### config.mk
export PLATFORM = sky130hd
export DESIGN_NAME = cascaded_exponential_damper
export DESIGN_NICKNAME = d
export VERILOG_FILES = /design/src/ced_pkg.sv /design/src/ced_mul.sv /design/src/ced_div.sv /design/src/cascaded_exponential_damper.sv
export SDC_FILE = /design/constraint.sdc
export NUM_CORES = 2
export LEC_CHECK = 0
export ABC_AREA = 1
export BUFFER_PORTS_ARGS = -buffer_cell sky130_fd_sc_hd__buf_2
export CAP_MARGIN = 0
export CORE_UTILIZATION = 60
export DETAILED_ROUTE_END_ITERATION = 6
export MAX_ROUTING_LAYER = met4
export PLACE_DENSITY = 0.77
export SYNTH_ARGS = -nofsm -noshare
export SYNTH_HDL_FRONTEND = slang
export SYNTH_SLANG_ARGS = --single-unit
### constraint.sdc
create_clock -name clk -period 11.3 [get_ports clk]
set_input_delay 3.39 -clock clk [delete_from_list [all_inputs] [get_ports clk]]
set_output_delay 3.39 -clock clk [all_outputs]
set_load 0.005 [all_outputs]
### src/ced_pkg.sv
// Shared constants and types for the cascaded exponential damper.
// No dependencies; imported by ced_mul, ced_div and the top level.
`default_nettype none
package ced_pkg;
	localparam int MUL_W     = 36;             // serial multiplier operand width
	localparam int MUL_DIG   = 4;              // bits of b consumed per cycle
	localparam int MUL_STEPS = MUL_W / MUL_DIG;
	localparam int DIV_QW    = 20;             // quotient bits of the serial divider

	localparam logic [32:0] SETTLE_LIMIT = 33'd66;  // 0.001 in Q16.16, rounded up

	typedef logic [MUL_W-1:0]   mul_op_t;
	typedef logic [2*MUL_W-1:0] mul_prod_t;

	typedef enum logic [1:0] {
		CMD_TICK = 2'd0,
		CMD_LOAD = 2'd1,
		CMD_DEST = 2'd2,
		CMD_RSVD = 2'd3
	} cmd_t;

	typedef enum logic [1:0] {
		REG_TAU    = 2'd0,
		REG_ORDER  = 2'd1,
		REG_TARGET = 2'd2,
		REG_NONE   = 2'd3
	} reg_idx_t;
endpackage
`default_nettype wire

### src/ced_mul.sv
// Digit-serial unsigned multiplier, MUL_DIG bits of b per cycle.
// Depends on ced_pkg.
`default_nettype none
module ced_mul (
	input  wire                 clk,
	input  wire                 arst_n,
	input  wire                 start,
	input  ced_pkg::mul_op_t    a,
	input  ced_pkg::mul_op_t    b,
	output logic                done,
	output ced_pkg::mul_prod_t  p
);
	import ced_pkg::*;

	localparam int CW = $clog2(MUL_STEPS);

	mul_op_t        a_q, b_q;
	mul_prod_t      p_q;
	logic [CW-1:0]  cnt_q;
	logic           run_q, done_q;
	logic [MUL_W+4:0]       part, sum;
	logic [2*MUL_W+4:0]     wide;

	always_comb begin
		part = {5'd0, a_q} * {{(MUL_W+1){1'b0}}, b_q[MUL_DIG-1:0]};
		sum  = {5'd0, p_q[2*MUL_W-1:MUL_W]} + part;
		wide = {sum, p_q[MUL_W-1:0]};
	end

	always_ff @(posedge clk or negedge arst_n) begin
		if (!arst_n) begin
			run_q  <= 1'b0;
			done_q <= 1'b0;
			cnt_q  <= '0;
		end else begin
			done_q <= 1'b0;
			if (start) begin
				run_q <= 1'b1;
				cnt_q <= '0;
			end else if (run_q) begin
				cnt_q <= cnt_q + 1'b1;
				if (cnt_q == CW'(MUL_STEPS-1)) begin
					run_q  <= 1'b0;
					done_q <= 1'b1;
				end
			end
		end
	end

	always_ff @(posedge clk) begin
		if (start) begin
			a_q <= a;
			b_q <= b;
			p_q <= '0;
		end else if (run_q) begin
			b_q <= b_q >> MUL_DIG;
			p_q <= wide[2*MUL_W+MUL_DIG-1:MUL_DIG];
		end
	end

	assign done = done_q;
	assign p    = p_q;
endmodule
`default_nettype wire

### src/ced_div.sv
// Bit-serial restoring divider, one quotient bit per cycle.
// Depends on ced_pkg; remainder must start below the divisor.
`default_nettype none
module ced_div (
	input  wire                          clk,
	input  wire                          arst_n,
	input  wire                          start,
	input  wire [31:0]                   rem_init,
	input  wire [ced_pkg::DIV_QW-1:0]    num,
	input  wire [31:0]                   divisor,
	output logic                         done,
	output logic [ced_pkg::DIV_QW-1:0]   quo
);
	import ced_pkg::*;

	localparam int CW = $clog2(DIV_QW);

	logic [31:0]        rem_q, div_q;
	logic [DIV_QW-1:0]  num_q, quo_q;
	logic [CW-1:0]      cnt_q;
	logic               run_q, done_q;
	logic [32:0]        rem2, diff;
	logic               ge;

	always_comb begin
		rem2 = {rem_q, num_q[DIV_QW-1]};
		diff = rem2 - {1'b0, div_q};
		ge   = rem2 >= {1'b0, div_q};
	end

	always_ff @(posedge clk or negedge arst_n) begin
		if (!arst_n) begin
			run_q  <= 1'b0;
			done_q <= 1'b0;
			cnt_q  <= '0;
		end else begin
			done_q <= 1'b0;
			if (start) begin
				run_q <= 1'b1;
				cnt_q <= '0;
			end else if (run_q) begin
				cnt_q <= cnt_q + 1'b1;
				if (cnt_q == CW'(DIV_QW-1)) begin
					run_q  <= 1'b0;
					done_q <= 1'b1;
				end
			end
		end
	end

	always_ff @(posedge clk) begin
		if (start) begin
			rem_q <= rem_init;
			num_q <= num;
			div_q <= divisor;
			quo_q <= '0;
		end else if (run_q) begin
			rem_q <= ge ? diff[31:0] : rem2[31:0];
			num_q <= {num_q[DIV_QW-2:0], 1'b0};
			quo_q <= {quo_q[DIV_QW-2:0], ge};
		end
	end

	assign done = done_q;
	assign quo  = quo_q;
endmodule
`default_nettype wire

### src/cascaded_exponential_damper.sv
// Top level: cascaded exponential damper with shared serial multiplier and divider.
// Depends on ced_pkg, ced_mul, ced_div.
//
//  channel  | direction | contents
//  s_*      | in        | tuser: cmd; tdata: value_in, time_stamp
//  m_*      | out       | tuser: settled; tdata: value_out
//  cfg_*    | in        | register write: tau, filter order, initial target
//
// One item at a time: a check, two divides, ten products and one product per stage,
// then the output, from accept to next accept; zero tau or elapsed at or above 16 tau
// skips the alpha math. A first item (no tick recorded yet) only records its time
// stamp and gives no result. A result waits in the output register; the next item
// is taken meanwhile and holds in its final state until the register frees. Reset
// is asynchronous.
`default_nettype none
module cascaded_exponential_damper #(
	parameter int MAX_STAGES = 5
) (
	input  wire         clk,
	input  wire         arst_n,
	input  wire         s_tvalid,
	output logic        s_tready,
	input  wire  [79:0] s_tdata,   // [31:0] value_in, [79:32] time_stamp
	input  wire  [1:0]  s_tuser,   // [1:0] cmd
	output logic        m_tvalid,
	input  wire         m_tready,
	output logic [31:0] m_tdata,   // [31:0] value_out
	output logic [0:0]  m_tuser,   // [0] settled
	input  wire         cfg_we,
	input  wire  [1:0]  cfg_index,
	input  wire  [31:0] cfg_data
);
	import ced_pkg::*;

	localparam int IW = (MAX_STAGES > 1) ? $clog2(MAX_STAGES) : 1;

	typedef enum logic [8:0] {
		ST_IDLE = 9'b000000001,
		ST_CHK  = 9'b000000010,
		ST_DIVX = 9'b000000100,
		ST_MT2  = 9'b000001000,
		ST_MT3  = 9'b000010000,
		ST_DIV6 = 9'b000100000,
		ST_SQR  = 9'b001000000,
		ST_STL  = 9'b010000000,
		ST_FIN  = 9'b100000000
	} state_t;

	state_t         state_q;
	logic [31:0]    tau_q;
	logic [2:0]     order_q;
	logic [31:0]    target_q;
	logic [47:0]    last_tick_q, now_q, elapsed_q;
	logic [31:0]    stage_q [MAX_STAGES];
	logic [27:0]    t_q;
	logic [23:0]    t2_q;
	logic [2:0]     sq_cnt_q;
	logic [16:0]    alpha_q;
	logic [IW-1:0]  idx_q;
	logic [31:0]    prev_q;
	logic [32:0]    dist_q;
	logic           neg_q, stg_busy_q;
	logic           m_valid_q;
	logic [31:0]    m_data_q;
	logic           m_settled_q;

	logic           mul_start_q, mul_done;
	mul_op_t        mul_a_q, mul_b_q;
	mul_prod_t      mul_p;
	logic           div_start_q, div_done;
	logic [31:0]    div_rem_q, div_den_q;
	logic [DIV_QW-1:0] div_num_q, div_quo;

	ced_mul u_mul (
		.clk, .arst_n, .start(mul_start_q), .a(mul_a_q), .b(mul_b_q),
		.done(mul_done), .p(mul_p)
	);

	ced_div u_div (
		.clk, .arst_n, .start(div_start_q), .rem_init(div_rem_q), .num(div_num_q),
		.divisor(div_den_q), .done(div_done), .quo(div_quo)
	);

	logic        accept;
	cmd_t        cmd;
	logic [31:0] val_in;
	logic [47:0] ts_in;
	logic        active;
	logic [32:0] diff, mag, r, nxt;
	logic [33:0] y34;
	logic [31:0] y_new;
	logic [32:0] a_round;
	logic [16:0] alpha_new;
	logic        out_free;

	always_comb begin
		cmd    = cmd_t'(s_tuser);
		val_in = s_tdata[31:0];
		ts_in  = s_tdata[79:32];
		accept = s_tvalid && s_tready;
		active = 4'(idx_q) < {1'b0, order_q};
		diff   = {stage_q[idx_q][31], stage_q[idx_q]} - {prev_q[31], prev_q};
		mag    = diff[32] ? (33'd0 - diff) : diff;
		r      = 33'(({15'd0, mul_p[48:0]} + 64'h8000) >> 16);
		nxt    = neg_q ? ({prev_q[31], prev_q} - r) : ({prev_q[31], prev_q} + r);
		y34    = 34'h1_0000_0000 - {6'd0, t_q} + {11'd0, t2_q[23:1]}
		         - {14'd0, div_quo};
		y_new  = mul_p[63:32];
		a_round = {1'b0, y_new} + 33'h8000;
		alpha_new = (a_round[32:16] > 17'h10000) ? 17'h10000 : a_round[32:16];
		out_free = !m_valid_q || m_tready;
	end

	assign s_tready = (state_q == ST_IDLE);
	assign m_tvalid = m_valid_q;
	assign m_tdata  = m_data_q;
	assign m_tuser  = m_settled_q;

	always_ff @(posedge clk or negedge arst_n) begin
		if (!arst_n) begin
			state_q     <= ST_IDLE;
			tau_q       <= 32'd300000;
			order_q     <= 3'd3;
			target_q    <= '0;
			last_tick_q <= '0;
			for (int i = 0; i < MAX_STAGES; i++) begin
				stage_q[i] <= '0;
			end
			mul_start_q <= 1'b0;
			div_start_q <= 1'b0;
			m_valid_q   <= 1'b0;
			stg_busy_q  <= 1'b0;
		end else begin
			mul_start_q <= 1'b0;
			div_start_q <= 1'b0;
			if (m_valid_q && m_tready) begin
				m_valid_q <= 1'b0;
			end
			if (cfg_we) begin
				unique case (reg_idx_t'(cfg_index))
					REG_TAU:    tau_q <= cfg_data;
					REG_ORDER:  order_q <= cfg_data[2:0];
					REG_TARGET: target_q <= cfg_data;
					REG_NONE:   ;
				endcase
			end
			unique case (state_q)
				ST_IDLE: begin
					if (accept) begin
						if (cmd == CMD_LOAD) begin
							for (int i = 0; i < MAX_STAGES; i++) begin
								stage_q[i] <= val_in;
							end
						end else if (cmd == CMD_DEST) begin
							target_q <= val_in;
						end
						if (last_tick_q == '0) begin
							last_tick_q <= ts_in;
						end else begin
							now_q     <= ts_in;
							elapsed_q <= (ts_in >= last_tick_q) ? ts_in - last_tick_q : '0;
							state_q   <= ST_CHK;
						end
					end
				end
				ST_CHK: begin
					if (tau_q == '0 || elapsed_q >= {12'd0, tau_q, 4'd0}) begin
						alpha_q <= '0;
						idx_q   <= '0;
						prev_q  <= target_q;
						dist_q  <= '0;
						state_q <= ST_STL;
					end else begin
						div_rem_q   <= elapsed_q[35:4];
						div_num_q   <= {elapsed_q[3:0], 16'd0};
						div_den_q   <= tau_q;
						div_start_q <= 1'b1;
						state_q     <= ST_DIVX;
					end
				end
				ST_DIVX: begin
					if (div_done) begin
						t_q         <= {div_quo, 8'd0};
						mul_a_q     <= MUL_W'({div_quo, 8'd0});
						mul_b_q     <= MUL_W'({div_quo, 8'd0});
						mul_start_q <= 1'b1;
						state_q     <= ST_MT2;
					end
				end
				ST_MT2: begin
					if (mul_done) begin
						t2_q        <= mul_p[55:32];
						mul_a_q     <= MUL_W'(mul_p[55:32]);
						mul_b_q     <= MUL_W'(t_q);
						mul_start_q <= 1'b1;
						state_q     <= ST_MT3;
					end
				end
				ST_MT3: begin
					if (mul_done) begin
						div_rem_q   <= '0;
						div_num_q   <= mul_p[51:32];
						div_den_q   <= 32'd6;
						div_start_q <= 1'b1;
						state_q     <= ST_DIV6;
					end
				end
				ST_DIV6: begin
					if (div_done) begin
						// cap y below one before the eight squarings
						mul_a_q     <= MUL_W'((y34[33:32] != 2'd0) ? 32'hFFFF_FFFF : y34[31:0]);
						mul_b_q     <= MUL_W'((y34[33:32] != 2'd0) ? 32'hFFFF_FFFF : y34[31:0]);
						mul_start_q <= 1'b1;
						sq_cnt_q    <= '0;
						state_q     <= ST_SQR;
					end
				end
				ST_SQR: begin
					if (mul_done) begin
						if (sq_cnt_q == 3'd7) begin
							alpha_q <= alpha_new;
							idx_q   <= '0;
							prev_q  <= target_q;
							dist_q  <= '0;
							state_q <= ST_STL;
						end else begin
							sq_cnt_q    <= sq_cnt_q + 1'b1;
							mul_a_q     <= MUL_W'(y_new);
							mul_b_q     <= MUL_W'(y_new);
							mul_start_q <= 1'b1;
						end
					end
				end
				ST_STL: begin
					// launch one stage product, then take it back in this state
					if (!stg_busy_q) begin
						neg_q       <= diff[32];
						mul_a_q     <= MUL_W'(mag);
						mul_b_q     <= MUL_W'(active ? alpha_q : 17'd0);
						mul_start_q <= 1'b1;
						stg_busy_q  <= 1'b1;
					end else if (mul_done) begin
						stg_busy_q     <= 1'b0;
						stage_q[idx_q] <= nxt[31:0];
						prev_q         <= nxt[31:0];
						if ((idx_q == '0 || active) && r > dist_q) begin
							dist_q <= r;
						end
						if (idx_q == IW'(MAX_STAGES-1)) begin
							state_q <= ST_FIN;
						end else begin
							idx_q <= idx_q + 1'b1;
						end
					end
				end
				ST_FIN: begin
					if (out_free) begin
						m_valid_q <= 1'b1;
						if (dist_q < SETTLE_LIMIT) begin
							for (int i = 0; i < MAX_STAGES; i++) begin
								stage_q[i] <= target_q;
							end
							m_data_q    <= target_q;
							m_settled_q <= 1'b1;
						end else begin
							m_data_q    <= stage_q[MAX_STAGES-1];
							m_settled_q <= 1'b0;
							last_tick_q <= now_q;
						end
						state_q <= ST_IDLE;
					end
				end
				default: state_q <= ST_IDLE;
			endcase
		end
	end
endmodule
`default_nettype wire
==> flow_metrics.env <==
export IMPL_ys_ff_latch=935
export IMPL_chipHeight_um=318
export IMPL_first_iter_violations=6191
export IMPL_crit_type="reg -> reg"
export IMPL_numPortBuffers=155
export IMPL_post_cts_buffers=0
export IMPL_synth_area_leaders="edfxtp_1 28%, dfrtp_1 12%, nand2_1 9.5%, inv_1 7.0%, ha_1 6.4%"
export IMPL_arrival_ns=6.90
export IMPL_failed_checks="DRC"
export IMPL_setup_viol=0
export IMPL_cts_tree="built"
export IMPL_cts_root_buf="clkbuf_16"
export IMPL_synthArstFlopShare_pct=32.2
export IMPL_layout_common_cells="1511 x nand2_1, 1122 x inv_1, 572 x nor2_1"
export IMPL_critPathSlowestCell="clkinv_1"
export IMPL_register_area_um2=25800
export IMPL_nFillCells=8112
export IMPL_worstPathCellList="inv_1, nor3_2, buf_4, inv_1, buf_4, o22ai_1, a21oi_1, o221ai_1, ha_1, nand2_1, nor2_1, nor2_1, o21ai_0, inv_1, nand2_1, nand3_1, nand2_1, nand2_1, nand2_2, clkinv_1, nand2_1, nand2_1, nand3_1, nand4_1"
export IMPL_yosys_area_share_simple_pct=18.7
export IMPL_postCtsHoldBufs=0
export IMPL_pwr_density_cell_nw_per_um2=306
export IMPL_vias_per_cell=6.07
export IMPL_syn_to_final_growth_pct=8.89
export IMPL_num_rows=115
export IMPL_max_stage_delay_ns=0.86
export IMPL_synth_compound_area_share_pct=15.6
export IMPL_max_freq_ghz=0.154
export IMPL_netlist_instances=7250
export IMPL_status="complete, but fails checks"
export IMPL_core_area_um2=98900
export IMPL_grt_setup_unrepaired="no"
export IMPL_hold_violations=0
export IMPL_worst_setup_path_end_kind="flip-flop"
export IMPL_antenna_found_initial=6
export IMPL_grt_pass1_wl_mm=291
export IMPL_synth_top_family_by_area="simple AND/OR/NAND/NOR gates"
export IMPL_critPathRequiredTime_ns=11.71
export IMPL_wl_per_cell_um=21.8
export IMPL_nets=7850
export IMPL_track_usage_pct=38.1
export IMPL_fin_setup_tns_ns=0
export IMPL_syn_nets=7790
export IMPL_clock_skew_ns=0.0350
export IMPL_htreeDepth=3
export IMPL_synthesis_area_um2=60100
export IMPL_vias=52800
export IMPL_tightest_slew_ns=1.20
export IMPL_gp_congestion=1.07
export IMPL_gr_total_overflow=0
export IMPL_synth_top_flop_cell="edfxtp_1"
export IMPL_cp_max_fo=35
export IMPL_synth_xor_xnor_area_share_pct=2.88
export IMPL_synth_yosys_seq_area_share_pct=43.0
export IMPL_relSlewSlack_pct=19.9
export IMPL_muxShareOfSynthArea_pct=0.800
export IMPL_yosys_area_top_type="edfxtp_1"
export IMPL_drive_gt1_share_pct=7.18
export IMPL_die_area_um2=101000
export IMPL_cap_viol_max_count=0
export IMPL_holdPathStages=0
export IMPL_ioPinCount=156
export IMPL_drc=2
export IMPL_dp_hpwl_mm=141
export IMPL_synth_fa_ha_area_share_pct=10.1
export IMPL_clock_latency_ns=0.70
export IMPL_multi_input_area_um2=29000
export IMPL_routed_wl_mm=190
export IMPL_post_route_util_pct=66.2
export IMPL_syn_avg_cell_area_um2=8.29
export IMPL_holdCritPathClass="reg -> reg"
export IMPL_yosysTopAreaCellShare_pct=27.9
export IMPL_synth_cell_types=77
export IMPL_ctsResizeCount=0
export IMPL_ir_drop_mv=0.231
export IMPL_critPathLaunchType="flip-flop"
export IMPL_r2r_worst_path_cells=24
export IMPL_cts_sinks=935
export IMPL_grt_pass1_vias=50500
export IMPL_p_leak_nw=30.1
export IMPL_drv_slew=0
export IMPL_period_share_pct=57.5
export IMPL_final_common_cell="nand2_1"
export IMPL_fin_crit_ns=6.49
export IMPL_dr_pass1_iters=7
export IMPL_clk_pin_slew_worst_paths_ns=0.07
export IMPL_start_util_pct=60.8
export IMPL_die_x_um=318
export IMPL_cts_buffers=100
export IMPL_yosysWarnings=0
export IMPL_clk_path_buf_depth=3
export IMPL_crit_top_cell="nand2_1"
export IMPL_synth_edf_count=559
export IMPL_antenna_left=0
export IMPL_grt_max_degree=158
## path summary, 6_finish.rpt
check	end	slack, ns	startpoint
min in group asynchronous	stage_q[134]	2.67	arst_n
hold / removal	u_mul.a_q[16]	0.41	mul_a_q[16]
hold reg to reg	u_mul.a_q[16]	0.41	mul_a_q[16]
setup / recovery	mul_a_q[22]	4.81	idx_q[1]
setup reg to reg	mul_a_q[22]	4.81	idx_q[1]
max in group asynchronous	last_tick_q[46]	7.03	arst_n
## sequential cells by signal, summed over array words and instances, names as in the netlist, 32 cells and up
register     flops
u_mul.p         55
u_mul.a_q       33
dist_q          33
u_div.rem_q     32
prev_q          32
u_mul.b_q       32
stage_q        160
div_rem_q       32
last_tick_q     48
div_den_q       32
mul_b_q         32
elapsed_q       48
u_div.div_q     32
target_q        32
mul_a_q         33
m_tdata         32
tau_q           32
now_q           48
## metal layers
| layer | vias up | wire length, µm | part of all wire (%) | GRT usage, % |
|---|---|---|---|---|
| met3 | 475 | 20300 | 11 | 7.11 |
| met2 | 2870 | 83400 | 44 | 57.1 |
| li1 | 24500 | - | - | - |
| met4 | 0 | 9010 | 4.8 | 16.6 |
| met5 | - | 0 | 0 | - |
| met1 | 25000 | 76900 | 41 | 50.8 |
## synth_stat cells, types with 112 or more instances
cell type and number:
edfxtp_1 559, dfrtp_1 290, ha_1 307, a21oi_1 482, clkbuf_1 197, o21ai_0 502, xor2_1 134, nand2_1 1517
nand3_1 304, inv_1 1123, fa_1 112, nor2_1 577
## area by class of cell
cell class                      instances  share of cell area (%)
Sequential cell                       935                    39.5
Timing Repair Buffer                  213                    1.89
Tap cell                             1287                    2.46
Multi-Input combinational cell       4912                    44.4
Clock buffer                          127                    4.14
Antenna cell                            9                  0.0344
Clock inverter                         61                    1.01
Inverter                             1148                    6.60
## kinds of logic (layout without fill, tap and decap cells)
group	Yosys count	after routing
flops	935	935
mux	48	48
simple gates	2676	2676
fa+ha+maj	419	419
compound gates	1578	1578
other cells	0	9
xor+xnor	191	191
buf+inv	1403	1549
## critical path: cells and delay by family (launching register included)
kind,cells,cell delay [ns]
buffers and inverters,6,2.50
flip-flops,1,0.45
AND/OR/NAND/NOR,13,1.77
AO/OA/AOI/OAI,4,0.90
adder cells (fa/ha/maj),1,0.54
## power breakdown
group	total [mW]	internal [mW]	switching [mW]
registers	5.33	4.66	0.676
logic	11.3	3.56	7.74
clock network	3.41	1.97	1.44
## through the flow
stage	instance area [µm²]	std cells	setup WS (ns)	hold WS (ns)	total power, mW
finish	65400	8692	4.81	0.406	20.0
global route	65400	8689	4.34	0.418	21.4
CTS	65400	8683	5.13	0.413	19.7
detailed placement	62000	8495	4.75	0.405	16.3
global placement	62000	8495	4.80	0.402	16.0
floorplan	60100	7250	0.866	0.400	12.9
Note: power is estimated with default switching activity, not from simulation.
